--- src/rtl/ancm_pkg.sv ---
// ancm_pkg: shared types, constants and helper functions for the ANSI-16
// nearest colour match block. No dependencies.
package ancm_pkg;

   localparam int NUM_SYS_COLOURS = 16;
   localparam int DIST_WIDTH      = 18;

   localparam logic [1:0] KIND_DEFAULT = 2'd0;
   localparam logic [1:0] KIND_RGB     = 2'd1;
   localparam logic [1:0] KIND_INDEXED = 2'd2;

   localparam logic [7:0] GREY_START   = 8'd232;
   localparam logic [7:0] CUBE_START   = 8'd16;

   localparam logic [23:0] SYS_RGB [NUM_SYS_COLOURS] = '{
      24'h000000, 24'h800000, 24'h008000, 24'h808000,
      24'h000080, 24'h800080, 24'h008080, 24'hC0C0C0,
      24'h808080, 24'hFF0000, 24'h00FF00, 24'hFFFF00,
      24'h0000FF, 24'hFF00FF, 24'h00FFFF, 24'hFFFFFF
   };

   typedef struct packed {
      logic [1:0]  colour_kind;
      logic [23:0] rgb_value;
      logic [7:0]  palette_index;
      logic        role_present;
      logic [3:0]  role_code;
   } ancm_req_type;

   typedef struct packed {
      logic       result_valid;
      logic [3:0] system_index;
   } ancm_rsp_type;

   // data handed from cell to cell
   typedef struct packed {
      logic [7:0]            red;
      logic [7:0]            green;
      logic [7:0]            blue;
      logic [DIST_WIDTH-1:0] best_dist;
      logic [3:0]            best_index;
      logic                  decided;
      ancm_rsp_type          decided_rsp;
   } ancm_carry_type;

   function automatic logic [7:0] ancm_cube_level(input logic [2:0] lv);
      logic [7:0] level;
      if (lv == 3'd0) begin
         level = 8'd0;
      end else begin
         level = 8'(8'd55 + {5'd0, lv} * 8'd40);
      end
      return level;
   endfunction

   // palette index 16..255 to RGB; x/36 and x/6 by reciprocal multiply
   function automatic logic [23:0] ancm_expand_index(input logic [7:0] idx);
      logic [7:0]  x;
      logic [13:0] prod_r;
      logic [2:0]  lv_r;
      logic [5:0]  rem;
      logic [11:0] prod_g;
      logic [2:0]  lv_g;
      logic [2:0]  lv_b;
      logic [7:0]  grey;
      logic [23:0] rgb;
      x      = 8'(idx - CUBE_START);
      prod_r = 14'(x) * 14'd57;
      lv_r   = prod_r[13:11];
      rem    = 6'(x - 8'({5'd0, lv_r} * 8'd36));
      prod_g = 12'(rem) * 12'd43;
      lv_g   = prod_g[10:8];
      lv_b   = 3'(rem - 6'({3'd0, lv_g} * 6'd6));
      grey   = 8'(8'd8 + 8'(idx - GREY_START) * 8'd10);
      if (idx >= GREY_START) begin
         rgb = {grey, grey, grey};
      end else begin
         rgb = {ancm_cube_level(lv_r), ancm_cube_level(lv_g), ancm_cube_level(lv_b)};
      end
      return rgb;
   endfunction

endpackage

--- src/rtl/ancm_cell.sv ---
// ancm_cell: one comparison cell; squared RGB distance to one system colour,
// keeps the nearer of it and the running best. Depends on ancm_pkg.
module ancm_cell #(
   parameter int CELL_INDEX = 0
) (
   input  logic                     clock,
   input  logic                     reset,
   input  logic                     up_valid,
   output logic                     up_ready,
   input  ancm_pkg::ancm_carry_type up_data,
   output logic                     dn_valid,
   input  logic                     dn_ready,
   output ancm_pkg::ancm_carry_type dn_data
);
   import ancm_pkg::*;

   localparam logic [23:0] SYS_COLOUR = SYS_RGB[CELL_INDEX];

   logic                  valid_ff, valid_in;
   ancm_carry_type        data_ff, data_in;
   logic signed [8:0]     diff_r, diff_g, diff_b;
   logic signed [17:0]    prod_r, prod_g, prod_b;
   logic [DIST_WIDTH-1:0] sq_dist;

   assign up_ready = !valid_ff || dn_ready;
   assign valid_in = up_ready ? up_valid : valid_ff;

   always_comb begin
      diff_r  = $signed({1'b0, SYS_COLOUR[23:16]}) - $signed({1'b0, up_data.red});
      diff_g  = $signed({1'b0, SYS_COLOUR[15:8]}) - $signed({1'b0, up_data.green});
      diff_b  = $signed({1'b0, SYS_COLOUR[7:0]}) - $signed({1'b0, up_data.blue});
      prod_r  = diff_r * diff_r;
      prod_g  = diff_g * diff_g;
      prod_b  = diff_b * diff_b;
      sq_dist = DIST_WIDTH'(prod_r[15:0]) + DIST_WIDTH'(prod_g[15:0])
              + DIST_WIDTH'(prod_b[15:0]);
      data_in = up_data;
      // strict compare: lower index wins a tie
      if (sq_dist < up_data.best_dist) begin
         data_in.best_dist  = sq_dist;
         data_in.best_index = 4'(CELL_INDEX);
      end
   end

   always_ff @(posedge clock) begin
      if (reset) begin
         valid_ff <= 1'b0;
      end else begin
         valid_ff <= valid_in;
      end
   end

   always_ff @(posedge clock) begin
      if (up_ready && up_valid) begin
         data_ff <= data_in;
      end
   end

   assign dn_valid = valid_ff;
   assign dn_data  = data_ff;

endmodule

--- config.mk ---
export PLATFORM = sky130hd
export DESIGN_NAME = ancm_cell
export DESIGN_NICKNAME = d
export VERILOG_FILES = /design/src/rtl/ancm_pkg.sv /design/src/rtl/ancm_cell.sv
export SDC_FILE = /design/constraint.sdc
export NUM_CORES = 1
export LEC_CHECK = 0
export ABC_AREA = 0
export BUFFER_PORTS_ARGS = -buffer_cell sky130_fd_sc_hd__buf_2
export CORE_MARGIN = 3
export CORE_UTILIZATION = 49
export CTS_CLUSTER_DIAMETER = 150
export DETAILED_ROUTE_END_ITERATION = 7
export GPL_ROUTABILITY_DRIVEN = 1
export GPL_TIMING_DRIVEN = 0
export PLACE_DENSITY = 0.77
export SYNTH_ARGS = -nofsm -noshare
export SYNTH_HDL_FRONTEND = slang
export SYNTH_SLANG_ARGS = --single-unit
--- constraint.sdc ---
create_clock -name clock -period 14.8 [get_ports clock]
set_clock_uncertainty 0.2 [all_clocks]
set_input_delay 1.48 -clock clock [delete_from_list [all_inputs] [get_ports clock]]
set_output_delay 1.48 -clock clock [all_outputs]
set_load 0.02 [all_outputs]
# Yosys cells after proc, flatten, opt, wreduce, memory -nomap -nowiden
# Index checks and enable logic that the tools add are counted.
# word_totals
reg_bits,53
inputBits,56
out_inout_bits,54
wordCells,22
# classes
add_sub_neg,5
mul,3
n_lt_le_gt_ge,1
n_mux,1
n_reduce_logical,3
# ops
cell,count
$mul 9x9->16,3
$sub 1x8->9 const A,3
$mux 22,1
$add 17x16->18,1
$lt 18x18->1,1
$add 16x16->17,1
$logic_and 1x1->1,1
$logic_not 1->1,1
$logic_or 1x1->1,1

# Longest topological paths before layout
# logic_depth
word_depth,6
depth_mapped,40
depth_no_buf,38

# Worst setup path before layout
# No wires, ideal clock.
# synth_path
path_type,input to register
start,in up_data[36] (netlist name)
end,"reg data_ff, in the netlist dn_data[18], data pin"
setup_ns,0.260
t_arrival_ns,10.386
required_ns,14.340
slack_ns,3.954
path_stages,38
path_buffers,3
path_cell_list,buf_2 -> inv_1 -> ha_1 -> nand2_1 -> or3_1 -> clkbuf_1 -> inv_1 -> nor2_1 -> fa_1 -> inv_1 -> fa_1 -> inv_1 -> fa_1 -> fa_1 -> inv_1 -> fa_1 -> inv_1 -> ha_1 -> (+2 left out) -> a21oi_1 -> xor2_1 -> fa_1 -> inv_1 -> ha_1 -> a2111oi_0 -> o211ai_1 -> a41oi_1 -> o21bai_1 -> a211o_1 -> and2_1 -> ha_1 -> a21o_1 -> a211o_1 -> nor4_1 -> a31oi_2 -> buf_2 -> mux2_2
# synth_lines
item,line,rtl
"start, declared",ancm_cell.sv:10,"input ancm_pkg::ancm_carry_type up_data,"
"end signal, assigned",ancm_cell.sv:55,data_ff <= data_in;
"end, declared",ancm_cell.sv:20,"ancm_carry_type data_ff, data_in;"

==> impl_summary.md <==
STA
For the pin with the worst max-slew slack, the measured transition is approximately 0.76 ns. The relative slew slack is 0.489. Dividing the final minimum period by the clock period gives 0.807. Summed over all failing endpoints, the final setup total negative slack is 0 ns. The post-route minimum period is 11.95 ns. The final-report hold violation count came to 0. The final setup violation count is 0. Hold is met by 0.323 ns.

For this run, the top clock speed supported by timing is 83.7 MHz. The number of max-slew violations in the final report came to 0. Setup repair after global routing left no endpoint under its margin.

Yosys
In this run, distinct cell masters in the synthesized netlist total 64. Yosys attributes the largest share of cell area to fa_1 32%, ha_1 16%, edfxtp_1 15%. Among all flip-flop cells after synthesis, the most frequent one is edfxtp_1. Counting flops and latches in the post-synthesis netlist gives 53. The number of enable-type register cells in the synthesized netlist is 52. The share of the yosys chip area belonging to registers is 0.150.

The biggest area contributor in the post-synthesis netlist is fa_1. The number of nets handed over by synthesis was roughly 1400. During synthesis, Yosys emitted a total of 0 warnings. The cell count after synthesis is 1081.

Each instance of the synthesized netlist takes up on average just under 10 sq um. The synthesized netlist occupies a cell area of approximately 11000 sq um. The area share of the largest cell type after synthesis is 0.318.

For this run, asynchronously set or reset flops after synthesis account for 0.

Setup path
The critical path in this run is classified as input pin to register. The kind of cell adding the most delay to the critical path is adder cells. The worst setup path is launched from an input pin. STA classifies the critical path endpoint as a register. The most numerous cell on the critical path is inv_1. STA puts the critical path data required time at about 15 ns. The number of buffer and inverter stages on the critical path is 12. For the worst setup path, the data arrival time is 11.85 ns. Of all nets on the critical path, the largest fanout is 10. The setup slack of the most critical reg-to-reg path is 13.10 ns. The slowest stage of the critical path is the fa_1 cell. In this design, the stage delay of the slowest critical-path cell is 0.56 ns.

Clocking
At the later pin of the worst-skew pair, clock insertion delay measures roughly 0.3 ns. Clock-pin slew was measured on the worst setup and hold paths at around 0.07 ns. After clock tree synthesis, the repair step resized 0 gates. Hold repair after CTS inserted 0 buffers. The number of H-tree levels is 2. The clock tree from TritonCTS is built.

In this run the clock root is driven by a clkbuf_16. Buffers inserted during clock tree synthesis total 5. CTS saw 53 sinks.

Post-CTS timing repair inserted 0 buffers for setup. The clock passes through at most 2 buffers.

Global routing
The first global-routing pass estimated between 30000 and 40000 microns of wire. The number of antenna violations at the first check in global routing is 0. The total overflow left after global routing is 0. The number of global-route vias before repair is 7989. The largest net degree at the start of global routing is 37. The overall global routing resource usage is 0.191.

Detailed routing
The detailed router's first-iteration violation count is 303. For this run, design rule violations remaining after detail routing come to 0. Once detail routing completed, the nets flagged for antenna violations numbered 0. The sum of routed wire length over all layers is 21300 microns. After detailed routing, the average wire length per cell comes to around 14 microns.

Detailed routing inserted a total of about 7500 vias. Using the TritonRoute via totals, the vias-per-cell ratio works out to 5.11. The first TritonRoute pass finished after 5 iterations.

Die
The number of primary I/O pins is 110. The die boundary width is 153 microns. The floorplan core area is around 21000 sq um. The initial core utilization is 0.501. The number of placement rows is 53. The full die area is 23400 sq um.

From bottom edge to top edge, the die measures 153 microns.

Job
The tool flagged a number of max-cap violations equal to 0.

Run status
The flow ran to the end, and the final reports show no timing, DRC or antenna violations.

Placed design
The post-detailed-placement half-perimeter wirelength is 18600 microns. The instance count after placement with tap cells included is 1466. Routability-driven placement finished with a final weighted congestion of 0.888. Input and output buffers added on the ports amount to 109.

Finish
0 antenna diodes ended up in the layout. The number of nets in the layout is 1556. The commonest non-fill, non-tap cell in the layout is inv_1. The finished layout holds 1474 standard cells, fillers aside. The signed area change from the synthesized netlist to the final layout is 9.98%.

In the final layout, the share of cells above drive strength 1 is 0.128. The library cells used most frequently in the layout, excluding fill and tap cells, are 234 x inv_1, 168 x fa_1, 134 x ha_1.

Hold path
The path category of the worst min-delay check is register to register.
[tightest hold or removal path, cell delays in order, from the launching register on]
cell and delay, ns:
dfxtp_1 0.31, nand2b_1 0.10, a21oi_1 0.07
[path summary, 6_finish.rpt]
check / to / start / cells after the start
worst max-delay path: dn_data[27] / up_data[36] / 38
worst min-delay path: dn_valid / dn_valid / 2
worst max register to register: dn_data[42] / dn_valid / 3
worst min register to register: dn_valid / dn_valid / 2
[registers in the layout, indices dropped and copies added (netlist names)]
| name | count |
|---|---|
| dn_valid | 1 |
| dn_data | 52 |
[layout make-up]
cell class,instances,area (sq um)
repair buffers,110,566
inverters,237,890
plain buffers,15,80.1
clock buffers,6,129
fillers,1849,9460
well taps,275,344
multi-input cells,776,8020
clock inverters,2,15.0
flip-flops and latches,53,1580
[cells in the mapped netlist, types with 4 or more instances]
cell         n
nor2b_1      4
ha_1       134
a21o_1      13
nor3_1      20
nand3_1     11
buf_2        4
xor2_1      32
fa_1       168
xnor2_1     54
a21oi_1     34
clkbuf_1     8
inv_1      234
nor2_1      81
a211oi_1     5
nand2b_1    12
edfxtp_1    52
a2111oi_0    4
nor4_1       4
mux2_2      13
nand2_1     72
a31oi_1      4
or3_1        6
o21ai_0     21
and2_1      25
nor3b_1      5
[per-stage QoR]
stage               setup WS [ns]  instance area (sq um)  utilization
detailed placement           2.67                  11500        0.545
global route                 2.31                  11600        0.551
global placement             2.69                  11500        0.544
floorplan                    3.95                  10600            -
CTS                          2.92                  11600        0.551
finish                       2.85                  11600        0.551
[logic make-up after synthesis]
group	after synthesis	synth area share
DFF	53	0.150
AOI/OAI and AO/OA	113	0.0710
muxes	17	0.0187
buffers and inverters	252	0.0917
adders and majority gates	302	0.477
and+or+nand+nor	257	0.118
xor gates and xnor gates	87	0.0738
[per-layer routing]
metal / GRT usage / vias to the layer above / share of wire
met5: 0 / - / 0
met4: 0.0339 / 0 / 0.012
met3: 0.0232 / 17 / 0.044
met2: 0.338 / 168 / 0.50
met1: 0.257 / 3674 / 0.44
li1: - / 3674 / -
Power is left out: the tool's default activity adds up to more than one toggle a clock period on the data nets, which glitch-free logic cannot reach.
