File: src/rtl/ancm_pkg.sv
// ancm_pkg: shared types, constants and helper functions for the ANSI-16
// nearest colour match block. No dependencies.
package ancm_pkg;

   localparam int NUM_SYS_COLOURS = 16;
   localparam int DIST_WIDTH      = 18;

   localparam logic [1:0] KIND_DEFAULT = 2'd0;
   localparam logic [1:0] KIND_RGB     = 2'd1;
   localparam logic [1:0] KIND_INDEXED = 2'd2;

   localparam logic [7:0] GREY_START   = 8'd232;
   localparam logic [7:0] CUBE_START   = 8'd16;

   localparam logic [23:0] SYS_RGB [NUM_SYS_COLOURS] = '{
      24'h000000, 24'h800000, 24'h008000, 24'h808000,
      24'h000080, 24'h800080, 24'h008080, 24'hC0C0C0,
      24'h808080, 24'hFF0000, 24'h00FF00, 24'hFFFF00,
      24'h0000FF, 24'hFF00FF, 24'h00FFFF, 24'hFFFFFF
   };

   typedef struct packed {
      logic [1:0]  colour_kind;
      logic [23:0] rgb_value;
      logic [7:0]  palette_index;
      logic        role_present;
      logic [3:0]  role_code;
   } ancm_req_type;

   typedef struct packed {
      logic       result_valid;
      logic [3:0] system_index;
   } ancm_rsp_type;

   // data handed from cell to cell
   typedef struct packed {
      logic [7:0]            red;
      logic [7:0]            green;
      logic [7:0]            blue;
      logic [DIST_WIDTH-1:0] best_dist;
      logic [3:0]            best_index;
      logic                  decided;
      ancm_rsp_type          decided_rsp;
   } ancm_carry_type;

   function automatic logic [7:0] ancm_cube_level(input logic [2:0] lv);
      logic [7:0] level;
      if (lv == 3'd0) begin
         level = 8'd0;
      end else begin
         level = 8'(8'd55 + {5'd0, lv} * 8'd40);
      end
      return level;
   endfunction

   // palette index 16..255 to RGB; x/36 and x/6 by reciprocal multiply
   function automatic logic [23:0] ancm_expand_index(input logic [7:0] idx);
      logic [7:0]  x;
      logic [13:0] prod_r;
      logic [2:0]  lv_r;
      logic [5:0]  rem;
      logic [11:0] prod_g;
      logic [2:0]  lv_g;
      logic [2:0]  lv_b;
      logic [7:0]  grey;
      logic [23:0] rgb;
      x      = 8'(idx - CUBE_START);
      prod_r = 14'(x) * 14'd57;
      lv_r   = prod_r[13:11];
      rem    = 6'(x - 8'({5'd0, lv_r} * 8'd36));
      prod_g = 12'(rem) * 12'd43;
      lv_g   = prod_g[10:8];
      lv_b   = 3'(rem - 6'({3'd0, lv_g} * 6'd6));
      grey   = 8'(8'd8 + 8'(idx - GREY_START) * 8'd10);
      if (idx >= GREY_START) begin
         rgb = {grey, grey, grey};
      end else begin
         rgb = {ancm_cube_level(lv_r), ancm_cube_level(lv_g), ancm_cube_level(lv_b)};
      end
      return rgb;
   endfunction

endpackage

File: src/rtl/ancm_front.sv
// ancm_front: entry stage; decodes the colour kind, settles pass-through
// cases and expands palette indexes to RGB. Depends on ancm_pkg.
module ancm_front (
   input  logic                    clock,
   input  logic                    reset,
   input  logic                    up_valid,
   output logic                    up_ready,
   input  ancm_pkg::ancm_req_type  up_data,
   output logic                    dn_valid,
   input  logic                    dn_ready,
   output ancm_pkg::ancm_carry_type dn_data
);
   import ancm_pkg::*;

   logic           valid_ff, valid_in;
   ancm_carry_type data_ff, data_in;
   logic [23:0]    rgb;

   assign up_ready = !valid_ff || dn_ready;
   assign valid_in = up_ready ? up_valid : valid_ff;

   always_comb begin
      data_in                  = '0;
      data_in.best_dist        = '1;
      rgb                      = ancm_expand_index(up_data.palette_index);
      unique case (up_data.colour_kind)
         KIND_RGB: begin
            rgb = up_data.rgb_value;
            if (up_data.role_present) begin
               data_in.decided     = 1'b1;
               data_in.decided_rsp = '{result_valid: 1'b1,
                                       system_index: up_data.role_code};
            end
         end
         KIND_INDEXED: begin
            if (up_data.role_present) begin
               data_in.decided     = 1'b1;
               data_in.decided_rsp = '{result_valid: 1'b1,
                                       system_index: up_data.role_code};
            end else if (up_data.palette_index < CUBE_START) begin
               data_in.decided     = 1'b1;
               data_in.decided_rsp = '{result_valid: 1'b1,
                                       system_index: up_data.palette_index[3:0]};
            end
         end
         default: begin
            data_in.decided     = 1'b1;
            data_in.decided_rsp = '0;
         end
      endcase
      data_in.red   = rgb[23:16];
      data_in.green = rgb[15:8];
      data_in.blue  = rgb[7:0];
   end

   always_ff @(posedge clock) begin
      if (reset) begin
         valid_ff <= 1'b0;
      end else begin
         valid_ff <= valid_in;
      end
   end

   always_ff @(posedge clock) begin
      if (up_ready && up_valid) begin
         data_ff <= data_in;
      end
   end

   assign dn_valid = valid_ff;
   assign dn_data  = data_ff;

endmodule

File: config.mk
export PLATFORM = sky130hd
export DESIGN_NAME = ancm_front
export DESIGN_NICKNAME = d
export VERILOG_FILES = /design/src/rtl/ancm_pkg.sv /design/src/rtl/ancm_front.sv
export SDC_FILE = /design/constraint.sdc
export NUM_CORES = 1
export LEC_CHECK = 0
export ABC_AREA = 1
export BUFFER_PORTS_ARGS = -buffer_cell sky130_fd_sc_hd__buf_2
export CAP_MARGIN = 10
export CORE_ASPECT_RATIO = 2
export CORE_MARGIN = 5
export CORE_UTILIZATION = 57
export CTS_BUF_LIST = sky130_fd_sc_hd__clkbuf_4
export DETAILED_ROUTE_END_ITERATION = 6
export GPL_ROUTABILITY_DRIVEN = 0
export GPL_TIMING_DRIVEN = 1
export HOLD_SLACK_MARGIN = 0.15
export PLACE_DENSITY = 0.85
export SETUP_SLACK_MARGIN = 0.2
export SYNTH_ARGS = -nofsm -noshare
export SYNTH_HDL_FRONTEND = slang
export SYNTH_SLANG_ARGS = --single-unit
File: constraint.sdc
create_clock -name clock -period 16.4 [get_ports clock]
set_input_delay 4.92 -clock clock [delete_from_list [all_inputs] [get_ports clock]]
set_output_delay 4.92 -clock clock [all_outputs]
set_load 0.005 [all_outputs]
; ---- Yosys cells after proc, flatten, opt, wreduce, memory -nomap -nowiden
; Cells that the tools add are included.
; Widths: inputs -> output; s select.
[totals]
regBits = 31
inputBits = 43
elab_cells = 42
[op_classes]
addsub = 8
multipliers = 8
magnitude_cmp = 2
n_eq_ne = 2
mux = 9
n_reduce_logical = 6
[op_table]
columns = cell, count
row1 = $mux 24, 2
row2 = $add 6x8->8 const A, 3
row3 = $mux 8, 3
row4 = $mux 6, 3
row5 = $mul 3x3->5 const B, 3
row6 = $mul 8x6->14 const B, 1
row7 = $pmux 6 s2, 1
row8 = $mul 6x6->11 const B, 1
row9 = $logic_not 3->1, 3
row10 = $add 4x8->8 const A, 1
row11 = $ge 8x8->1 const B, 1
row12 = $lt 8x5->1 const B, 1
row13 = $mul 8x3->7 const B, 1
row14 = $sub 8x5->8 const B, 1
row15 = $sub 8x8->8 const B, 1
row16 = $sub 6x6->6, 1
row17 = $mul 3x4->4 const B, 1
row18 = $mul 3x2->2 const B, 1
row19 = $sub 3x3->3, 1
row20 = $eq 2x1->1 const B, 1
row21 = $eq 2x2->1 const B, 1
row22 = $logic_and 1x1->1, 1
row23 = $logic_not 1->1, 1
row24 = $logic_or 1x1->1, 1

; ---- Logic depth before layout (Yosys ltp)
[depth]
word_depth = 12
mapped_depth = 48
ltp_nobuf = 48

; ---- Worst setup path before layout
; No wires, ideal clock.
[synth_timing]
path_kind = input to register
start = input up_data[9] (netlist bit)
end = register data_ff, in the netlist dn_data[35], data pin
setup_ns = 0.257
arrival_ns = 12.185
required_ns = 16.143
setup_slack_ns = 3.958
stages = 47
path_cell_list = inv_2 > ha_1 > inv_1 > nand2_1 > nand2_2 > inv_1 > fa_1 > inv_1 > ha_1 > ha_1 > ha_1 > nand2_1 > nor2_1 > nor2_1 > nand2_2 > xor2_2 > ha_1 > inv_1 > [11 not listed] > a21oi_1 > inv_1 > nand2_1 > nand2_1 > a21oi_1 > xor2_1 > inv_1 > ha_1 > xor2_1 > xor2_1 > inv_1 > ha_1 > ha_1 > o21ai_0 > xnor2_1 > xnor2_1 > nand2_1 > a21oi_1
[synth_lines]
columns = item, line
row1 = from (decl), ancm_front.sv:8  ; input ancm_pkg::ancm_req_type up_data,
row2 = to (signal assigned), ancm_front.sv:66  ; data_ff <= data_in;
row3 = to (decl), ancm_front.sv:16  ; ancm_carry_type data_ff, data_in;

==> run_results.csv <==
group,metric,value,unit
logic_synthesis,synth_edf_count,30,
route,drt-pass1-iter-count,5,
die,die_w,68.06,µm
clocking,h-tree-depth,2,
min_path,min_path_cells,2,
clocking,clock_sinks,31,
logic_synthesis,netlist_instances,454,
clocking,postCtsSetupBuffers,0,
setup_path,critical_path_arrival,13.20,ns
grt,grt_max_degree,31,
sta,period_minus_slack,13.01,ns
logic_synthesis,syn_area,3842,µm²
min_path,min_path_type,"reg -> reg",
logic_synthesis,synthArstFlopShare,0,%
sta,rsz0062_at_grt,"no",
grt,gr-usage-all-layers,21.93,%
die,die_h,126.1,µm
clocking,cts_hold_buffers,0,
sta,setup_tns,0,ns
logic_synthesis,ys_types,40,
setup_path,crit_top_cell,"ha_1",
route,num_vias,3222,
outcome,status,"completed",
cells_and_area,n_fill_cell,575,
cells_and_area,drive_gt1_share,21.09,%
sta,finClkSkew,0.009827,ns
die,start_util,58.03,%
setup_path,required,16.59,ns
setup_path,crit_path_max_incr_delay,0.52,ns
clocking,clock-root-buffer,"clkbuf_4",
grt,antenna_found_initial,0,
setup_path,crit_path_end_kind,"flop",
grt,grt_overflow,0,
route,routedWlPerCell,14.01,µm
clocking,clockBufferDepth,2,
logic_synthesis,synth-seq-cells,31,
placement,hpwl,7.522,mm
clocking,insertion_delay,0.33,ns
job,drv_cap,0,
setup_path,cpMaxStageDelayCell,"fa_1",
die,die_area,8582,µm²
route,ant_nets,0,
setup_path,critPathKind,"in -> reg",
die,io_pins,97,
sta,period_share,79.34,%
cells_and_area,finalNetCount,656,
route,routed_wl,8.672,mm
clocking,cts_tree,"built",
die,core.rowCount,42,
sta,worstMarginPinSlew,0.6116,ns
sta,setup_viol,0,
sta,finalHoldViolCount,0,
placement,portBuffers,74,
logic_synthesis,yosysWarningCount,0,
die,core_area,6621,µm²
logic_synthesis,seq_area_frac_synth,23.97,%
route,via_per_inst,5.205,
grt,grt_pass1_wl,14.57,mm
cells_and_area,area_growth,11.36,%
sta,fmax,76.85,MHz
route,drt_first_iter_violations,170,
cells_and_area,mostFrequentLayoutCell,"nand2_1",
setup_path,worstRegToRegCells,2,
setup_path,startpoint_type,"primary input",
route,drcViolationCount,0,
sta,maxSlewHeadroom,59.18,%
cells_and_area,final_cell_mix,"75 x nand2_1, 74 x buf_2, 73 x inv_1, 70 x ha_1",
setup_path,path_max_fanout,7,
clocking,cts_buffers,5,
sta,final_max_slew_viol_count,0,
logic_synthesis,syn_area_per_cell,8.464,µm²
cells_and_area,n_antenna_cell,0,
clocking,clk_pin_slew_worst_paths,0.10,ns
logic_synthesis,synth-main-ff-cell,"edfxtp_1",
grt,grt_pass1_vias,3408,
clocking,cts_resized,0,
## final timing paths
kind	from	endpoint	slack, ns
hold reg to reg	dn_valid	dn_valid	0.52
setup / recovery	up_data[9]	dn_data[35]	3.39
setup reg to reg	dn_valid	dn_data[51]	15.23
hold / removal	dn_valid	dn_valid	0.52
## cells by family (layout without fill, tap and decap cells)
family | after synthesis | count (layout) | share of synthesized area (%)
flip-flops | 31 | 31 | 23.97
buffers and inverters | 102 | 159 | 12.31
AND/OR/NAND/NOR | 156 | 156 | 18.89
XOR/XNOR | 29 | 29 | 7.001
AO/OA/AOI/OAI | 51 | 51 | 8.076
adder cells (fa/ha/maj) | 83 | 83 | 29.57
other | 2 | 22 | 0.1954
## synth_stat cells, drive strengths merged, types with 2 or more instances
cell     n  area share, %
inv     74            7.2
a211oi   4           0.78
o211ai   2           0.39
buf     23            4.5
or2      5           0.81
o21ai   10            1.3
xnor2   13            3.2
nand3   37            5.7
nand4    2           0.33
fa      13            6.8
xor2    16            3.8
a21oi   25            3.5
nor2    27            2.7
edfxtp  30             23
o21bai   4           0.98
clkbuf   3           0.39
clkinv   2           0.20
conb     2           0.20
nand2   84            9.2
ha      70             23
## metal layers
layer | vias to the layer above | track usage [%] | part of all wire, %
met1 | 1459 | 20.07 | 32
met4 | 0 | 14.30 | 6.2
li1 | 1595 | - | -
met5 | - | 0 | 0
met2 | 132 | 42.04 | 56
met3 | 36 | 2.139 | 5.4
## registers in the layout, summed over array words and instances, names as in the netlist
signal / flops
dn_valid: 1
dn_data: 30
## area by class of cell
type / count / area [µm²] / area share, %
Clock buffer: 6 / 45.04 / 1.053
Clock inverter: 2 / 12.51 / 0.2924
Inverter: 76 / 285.3 / 6.667
Multi-Input combinational cell: 341 / 2527 / 59.06
Sequential cell: 31 / 920.9 / 21.52
Tap cell: 88 / 110.1 / 2.573
Timing Repair Buffer: 75 / 377.9 / 8.830
## metrics by stage
stage	cell area (µm²)	utilization, %	cells	setup WS, ns	hold WS (ns)
finish	4279	64.63	619	3.388	0.5233
global route	4279	64.63	619	2.718	0.5693
detailed placement	4222	63.76	611	3.066	0.5131
CTS	4279	64.63	619	3.386	0.5282
global placement	4222	63.76	611	3.418	0.4891
floorplan	3918	-	474	3.958	0.5067
## worst max-delay path, delay by kind of cell
family,cells,cell delay [ns]
compound gates,5,0.65
xor+xnor,7,1.55
fa+ha+maj,14,4.02
buf+inv,11,0.93
simple gates,11,1.10
Power is left out: the tool's default activity adds up to more than one toggle a clock period on the data nets, which glitch-free logic cannot reach.
